===== src/rtl/assert_macros.svh =====
// Assertion helper macros for the stroke font vector generator.
// Included by the RTL files that carry concurrent checks; no other dependencies.
`ifndef ASSERT_MACROS_SVH
`define ASSERT_MACROS_SVH
`ifndef SYNTHESIS
// Property check under clock and synchronous reset
`define SFV_ASSERT(lbl, clk, rst, prop) \
   lbl: assert property (@(posedge clk) disable iff (rst) prop) \
      else $error("sfv check failed");
// Condition that must never be seen
`define SFV_NEVER(lbl, clk, rst, cond) \
   lbl: assert property (@(posedge clk) disable iff (rst) !(cond)) \
      else $error("sfv forbidden condition");
`else
`define SFV_ASSERT(lbl, clk, rst, prop)
`define SFV_NEVER(lbl, clk, rst, cond)
`endif
`endif


===== src/rtl/sfv_pkg.sv =====
// Shared types, constants and fixed-point helpers of the stroke font vector generator.
// No dependencies; imported by sfv_mac and stroke_font_vector_generator.
`default_nettype none
package sfv_pkg;

   // Storage sizes
   localparam int VECTOR_WORDS = 4096;
   localparam int VADDR_W      = $clog2(VECTOR_WORDS);
   localparam int POINT_LIMIT  = 1024;
   localparam int PIDX_W       = $clog2(POINT_LIMIT) + 1;
   localparam int CODES        = 256;
   localparam int CODE_W       = 8;
   localparam int CNT_W        = 6;
   localparam int OFF_W        = 12;
   localparam int RES_DEPTH    = 64;
   localparam int RES_AW       = $clog2(RES_DEPTH);
   localparam int RES_W        = 65;    // {pen_down, y, x}

   // Arithmetic
   localparam int MUL_B_W = 18;
   localparam int ACC_W   = 50;
   localparam logic [MUL_B_W-1:0] Y_BIAS = 18'd5000;

   // Port widths
   localparam int CSR_IDX_W = 3;
   localparam int REQ_DW    = 40;
   localparam int REQ_UW    = 3;
   localparam int RSP_DW    = 64;
   localparam int RSP_UW    = 2;

   typedef enum logic [1:0] {
      CMD_COUNT  = 2'd0,
      CMD_OFFSET = 2'd1,
      CMD_VECTOR = 2'd2,
      CMD_DRAW   = 2'd3
   } cmd_type;

   typedef enum logic [CSR_IDX_W-1:0] {
      CSR_SCALE_X = 3'd0,
      CSR_SHEAR   = 3'd1,
      CSR_SCALE_Y = 3'd2,
      CSR_ADVANCE = 3'd3,
      CSR_SMALL   = 3'd4
   } csr_type;

   // Control word for the shared multiply-accumulate unit
   typedef struct packed {
      logic issue;   // register a new product
      logic load;    // accumulator takes the product
      logic accum;   // accumulator adds the product
   } mac_ctl_type;

   // Saturate a 64-bit signed value to 32 bits
   function automatic logic signed [31:0] sat32(input logic signed [63:0] v);
      logic signed [31:0] r;
      if (v > 64'sh0000_0000_7FFF_FFFF)       r = 32'sh7FFF_FFFF;
      else if (v < -64'sh0000_0000_8000_0000) r = 32'sh8000_0000;
      else                                    r = v[31:0];
      return r;
   endfunction

   // Q.24 to Q.16, round half toward +infinity
   function automatic logic signed [63:0] rnd8(input logic signed [ACC_W-1:0] a);
      logic signed [63:0] w;
      w = {{(64-ACC_W){a[ACC_W-1]}}, a} + 64'sd128;
      return w >>> 8;
   endfunction

endpackage
`default_nettype wire


===== src/rtl/sfv_mac.sv =====
// Shared multiply-accumulate unit: one 32x18 signed multiplier, product register, accumulator.
// Depends on sfv_pkg.
`default_nettype none
module sfv_mac (
   input  wire logic                             clock,
   input  wire sfv_pkg::mac_ctl_type             ctl,
   input  wire logic signed [31:0]               op_a,
   input  wire logic signed [sfv_pkg::MUL_B_W-1:0] op_b,
   output logic signed [sfv_pkg::ACC_W-1:0]      acc
);
   import sfv_pkg::*;

   logic signed [ACC_W-1:0] prod_ff, prod_in;
   logic signed [ACC_W-1:0] acc_ff, acc_in;

   // product stage
   always_comb begin
      prod_in = prod_ff;
      if (ctl.issue) begin
         prod_in = ACC_W'(op_a * op_b);
      end
   end

   // accumulate stage
   always_comb begin
      acc_in = acc_ff;
      if (ctl.load) begin
         acc_in = prod_ff;
      end else if (ctl.accum) begin
         acc_in = acc_ff + prod_ff;
      end
   end

   always_ff @(posedge clock) begin
      prod_ff <= prod_in;
      acc_ff  <= acc_in;
   end

   assign acc = acc_ff;
endmodule
`default_nettype wire


===== config.mk =====
export PLATFORM = sky130hd
export DESIGN_NAME = sfv_mac
export DESIGN_NICKNAME = d
export VERILOG_FILES = /design/src/rtl/assert_macros.svh /design/src/rtl/sfv_pkg.sv /design/src/rtl/sfv_mac.sv
export SDC_FILE = /design/constraint.sdc
export NUM_CORES = 2
export LEC_CHECK = 0
export ABC_CLOCK_PERIOD_IN_PS = 6400
export BUFFER_PORTS_ARGS = -buffer_cell sky130_fd_sc_hd__buf_2
export CELL_PAD_IN_SITES_DETAIL_PLACEMENT = 0
export CELL_PAD_IN_SITES_GLOBAL_PLACEMENT = 2
export CORE_MARGIN = 1
export CORE_UTILIZATION = 38
export CTS_BUF_LIST = sky130_fd_sc_hd__clkbuf_8
export CTS_CLUSTER_SIZE = 24
export DETAILED_ROUTE_END_ITERATION = 7
export GPL_ROUTABILITY_DRIVEN = 0
export MAX_ROUTING_LAYER = met4
export PLACE_DENSITY = 0.88
export SLEW_MARGIN = 25
export SYNTH_ARGS = -nofsm -noshare
export SYNTH_HDL_FRONTEND = slang
export SYNTH_SLANG_ARGS = --single-unit

===== constraint.sdc =====
create_clock -name clock -period 6.4 [get_ports clock]
set_input_delay 0.64 -clock clock [delete_from_list [all_inputs] [get_ports clock]]
set_output_delay 0.64 -clock clock [all_outputs]
set_load 0.02 [all_outputs]

# Word level (Yosys, flattened, before mapping)
# Index checks and enable logic that the tools add are counted.
[word_totals]
in_bits = 54
reg_bits = 100
wordCells = 7
output_inout_bits = 50
[op_classes]
mux = 2
add_sub_neg = 1
mul = 1
reduce_logical = 1
[ops]
columns = ["cell", "n"]
rows = [
  ["50-bit 2-to-1 mux", 2],
  ["50-bit adder", 1],
  ["32-bit by 18-bit multiplier with 50-bit output", 1],
  ["2-bit nonzero test", 1],
]

# Depth between registers and ports, before layout
[depth]
word_depth = 3
ltp_mapped = 26
mapped_depth_nobuf = 24

# Least setup slack after synthesis
# Ideal clock, no wire load.
[synth_path]
path_type = "input to register"
start = "input op_a[26]"
end = "register prod_ff[49] (data pin)"
arrival_ns = 6.620
slack_ns = -0.480
path_stages = 25
t_required_ns = 6.140
setup_ns = 0.260
cell_sequence = "clkbuf_1 > clkbuf_1 > nand2_1 > fa_1 > inv_1 > fa_1 > inv_1 > fa_1 > inv_1 > fa_1 > fa_1 > inv_1 > fa_1 > inv_1 > ha_1 > a21o_1 > a21o_1 > a221oi_2 > nand2_1 > a211oi_2 > o31a_2 > o211ai_2 > a2111o_1 > a31oi_1 > xnor2_1"
[synth_between]
elab_chain_len = 1
[synth_lines]
columns = ["item", "line", "text"]
rows = [
  ["from (decl)", "sfv_mac.sv:7", "input wire logic signed [31:0] op_a,"],
  ["32-bit by 18-bit multiplier with 50-bit output", "sfv_mac.sv:20", "prod_in = ACC_W'(op_a * op_b);"],
  ["to (signal assigned)", "sfv_mac.sv:35", "prod_ff <= prod_in;"],
  ["to (decl)", "sfv_mac.sv:13", "logic signed [ACC_W-1:0] prod_ff, prod_in;"],
]
# No other way between the ends.
# A chain may end at the register's enable or synchronous reset.

# Worst setup path after layout
[layout_path]
start = "input op_a[17]"
end = "register prod_ff[49] (data pin)"
# Same word-level chain as after synthesis.

==> results <==
- At the end of the flow, the number of nets in the layout was 3,846.
- The clock slew seen by the registers of the worst setup and hold paths is 0.11 ns.
- The number of antenna violations at the first check in global routing is 2.
- Setup repair after global routing could not meet its margin everywhere.
- The number of maximum-capacitance constraint violations is 0.
- The clock tree skew after final layout is 0.0212 ns.
- The final setup violation count is 0.
- The number of clock sinks is 100.
- The area inside the core boundary is 67,200 um2.
- Counting distinct cell types in the post-synthesis netlist gives 71.
- After legalization and detailed placement, the total HPWL measured 57,700 um.
- After synthesis the cells add up to about 26,000 um2.
- Buffers inserted during clock tree synthesis total 9.
- Dividing the detail-routed wire length by the instance count gives 16.7 um.
- The worst min-delay path category is flop to flop.
- STA classifies the critical path endpoint as a flop.
- The clock tree synthesis step divided the H-tree into 3 levels.
- Headroom to the max-slew limit came out at between 50% and 60%.
- Along the worst path, the maximum fanout reaches 11.
- The TritonCTS clock tree is built.
- The hold violation total from the final report came to 0.
- The type of origin of the critical path is a primary input.
- The actual slew at the worst max-slew pin is 0.745 ns.
- The required time of the worst setup path is 6.56 ns.
- The net count of the mapped netlist is 3,583.
- Buffers placed on the I/O ports in this run total 103.
- The root buffer cell is clkbuf_8.
- The pre-antenna-repair detailed-routing pass consisted of 5 iterations.
- The count of vias placed by the detailed router is 19,000.
- The number of flops mapped to enable cells by yosys is 100.
- The average instance in the mapped netlist occupies 9.21 um2.
- The share of the yosys chip area belonging to registers is between 10% and 20%.
- The most common cell after layout, fill and taps aside is inv_1.
- The total I/O pin count is 104.
- Compared with the post-synthesis result, the final layout area differs by 14.9%.
- The finished cells cover 29,700 um2.
- The flow ran to the end, and the final reports show no timing, DRC or antenna violations.
- From bottom edge to top edge, the die measures about 260 um.
- The number of global-route vias before repair is 20,900.
- The placed instances occupy a cell area of 29,200 um2.
- The cell count after synthesis came out at 2,805.
- The total wire length is 66,100 um.
- For this configuration, the core starts out at a cell density of ~38%.
- The post-route antenna net violation count is 0.
- The clock passes through at most 2 buffers.
- Counting the fill cells in the layout gives 6,511.
- The worst path uses 97.8% of the clock period.
- The clock period could shrink to 6.26 ns.
- The overflow left after global routing is 0.
- The most common flop cell mapped by yosys is edfxtp_1.
- The floorplan has 95 rows.
- The critical path is of the primary input to flop type.
- In this run, the number of DRC markers left after iteration 0 of detailed routing was between 900 and 1,000.
- The first global-routing pass estimated 110,000 um of wire.
- Entering global routing, the biggest net connects 54 pins.
- The library cells used most frequently in the layout, excluding fill and tap cells, are inv_1, fa_1, nand2_1.
- The global-route usage over all layers is 20.5%.
- The mean number of vias per cell is approximately 4.8.
- The die covers just under 70,000 um2.
- The max-slew violation total from the final report is 0.
- After detailed routing, the number of remaining DRC violations is 0.
- During synthesis, Yosys emitted a total of 0 warnings.
- The data arrival time of the critical path is between 6 and 7 ns.
- Derived from the worst setup path, the maximum achievable clock frequency is 160 MHz.
- The layout cell share with drive strength beyond 1 is 14.5%.
- Synthesis inferred 100 register bits.
- The async set-reset flop share out of synthesis is 0%.
- The die extent in x is 263 um.
- The clock latency at the later pin of the worst-skew pair is about 0.41 ns.
cell type report:
class | instances | area [um2] | area share, %
well taps | 873 | 1090 | 3.68
clock buffers | 9 | 124 | 0.417
diodes | 2 | 5.00 | 0.0169
flip-flops and latches | 100 | 3000 | 10.1
multi-input cells | 1952 | 20200 | 68.1
repair buffers | 366 | 2790 | 9.38
inverters | 639 | 2400 | 8.08
clock inverters | 7 | 67.6 | 0.228
routing by layer:
| layer | global-route usage [%] | share of wire (%) | routed length (um) | vias up |
|---|---|---|---|---|
| li1 | - | - | - | 8978 |
| met1 | 28.8 | 48 | 31500 | 9557 |
| met2 | 32.8 | 46 | 30500 | 472 |
| met3 | 1.67 | 5.0 | 3280 | 40 |
| met4 | 3.61 | 1.2 | 782 | 0 |
| met5 | - | 0 | 0 | - |
through the flow:
| stage | TNS [ns] | cells | util (%) | setup WS (ns) | hold WS (ns) |
|---|---|---|---|---|---|
| 2_1_floorplan | 0 | 2805 | - | 0.00481 | 0.517 |
| 3_3_place_gp | -7.47 | 3924 | 43.5 | -0.539 | 0.536 |
| 3_5_place_dp | -8.11 | 3924 | 43.5 | -0.605 | 0.556 |
| 4_1_cts | 0 | 3943 | 43.9 | 0.0138 | 0.576 |
| 5_1_grt | -0.0209 | 3948 | 44.2 | -0.0136 | 0.615 |
| 6_report | 0 | 3948 | 44.2 | 0.141 | 0.570 |
path summary, 6_finish.rpt:
path	startpoint	endpoint	slack, ns	depth (start not counted)
setup reg to reg	prod_ff[0]	acc[42]	2.76	13
hold / removal	prod_ff[16]	acc[16]	0.57	2
hold reg to reg	prod_ff[16]	acc[16]	0.57	2
setup / recovery	op_a[17]	prod_ff[49]	0.14	22
Yosys cell counts, types with 4 or more instances:
cell,n,area [um2]
a41oi_1,4,35.0
clkbuf_1,112,420
o211ai_1,5,37.5
inv_1,638,2390
nor3_1,8,40.0
nor2_1,71,267
nor2b_1,18,113
a211o_1,5,43.8
or3_1,5,31.3
o21bai_1,11,82.6
edfxtp_1,100,3000
a211oi_1,4,30.0
a31oi_1,13,81.3
o21ai_0,62,310
a21oi_1,84,420
a21o_1,35,263
o21ai_1,22,110
nand2b_1,15,93.8
xnor2_1,66,578
and2_1,224,1400
xor2_1,35,307
nand2_1,419,1570
nand3_1,28,140
and3_1,14,87.6
o21a_1,14,105
fa_1,554,11100
ha_1,170,2130
sequential cells by signal, summed over array words and instances, names as in the netlist:
name     count
prod_ff     50
acc         50
timing repair:
action | in CTS | in global routing
pin swaps | 9 | 26
buffers inserted | 3 | 3
gates resized for setup | 25 | 55
endpoints found under the hold margin | 0 | 0
hold buffers | 0 | 0
endpoints found under the setup margin | 6 | 18
cloned | 0 | 0
cells by family (layout without fill, tap and decap cells):
family	after synthesis	after routing	share of synthesized area, %
compound gates	304	304	7.69
xor+xnor	101	101	3.43
mux	3	3	0.126
other cells	0	2	0
fa+ha+maj	724	724	51.2
buf+inv	753	1021	10.9
flops	100	100	11.6
simple gates	820	820	15.0
critical path, cell delays in order:
cell and delay [ns]:
clkbuf_4 0.19, buf_4 0.17, and2_1 0.17, fa_1 0.56
fa_1 0.45, fa_1 0.56, fa_1 0.53, fa_1 0.49
inv_1 0.05, fa_1 0.47, inv_1 0.06, ha_4 0.22
a21o_1 0.19, a21o_1 0.18, a221oi_2 0.26, nand2_1 0.10
a211oi_2 0.26, o31a_2 0.20, o211ai_2 0.11, a2111o_1 0.32
a31oi_1 0.16, xnor2_1 0.08
Power is not shown: default switching activity piles up to over one toggle a cycle in this logic, so the estimate is an artifact.
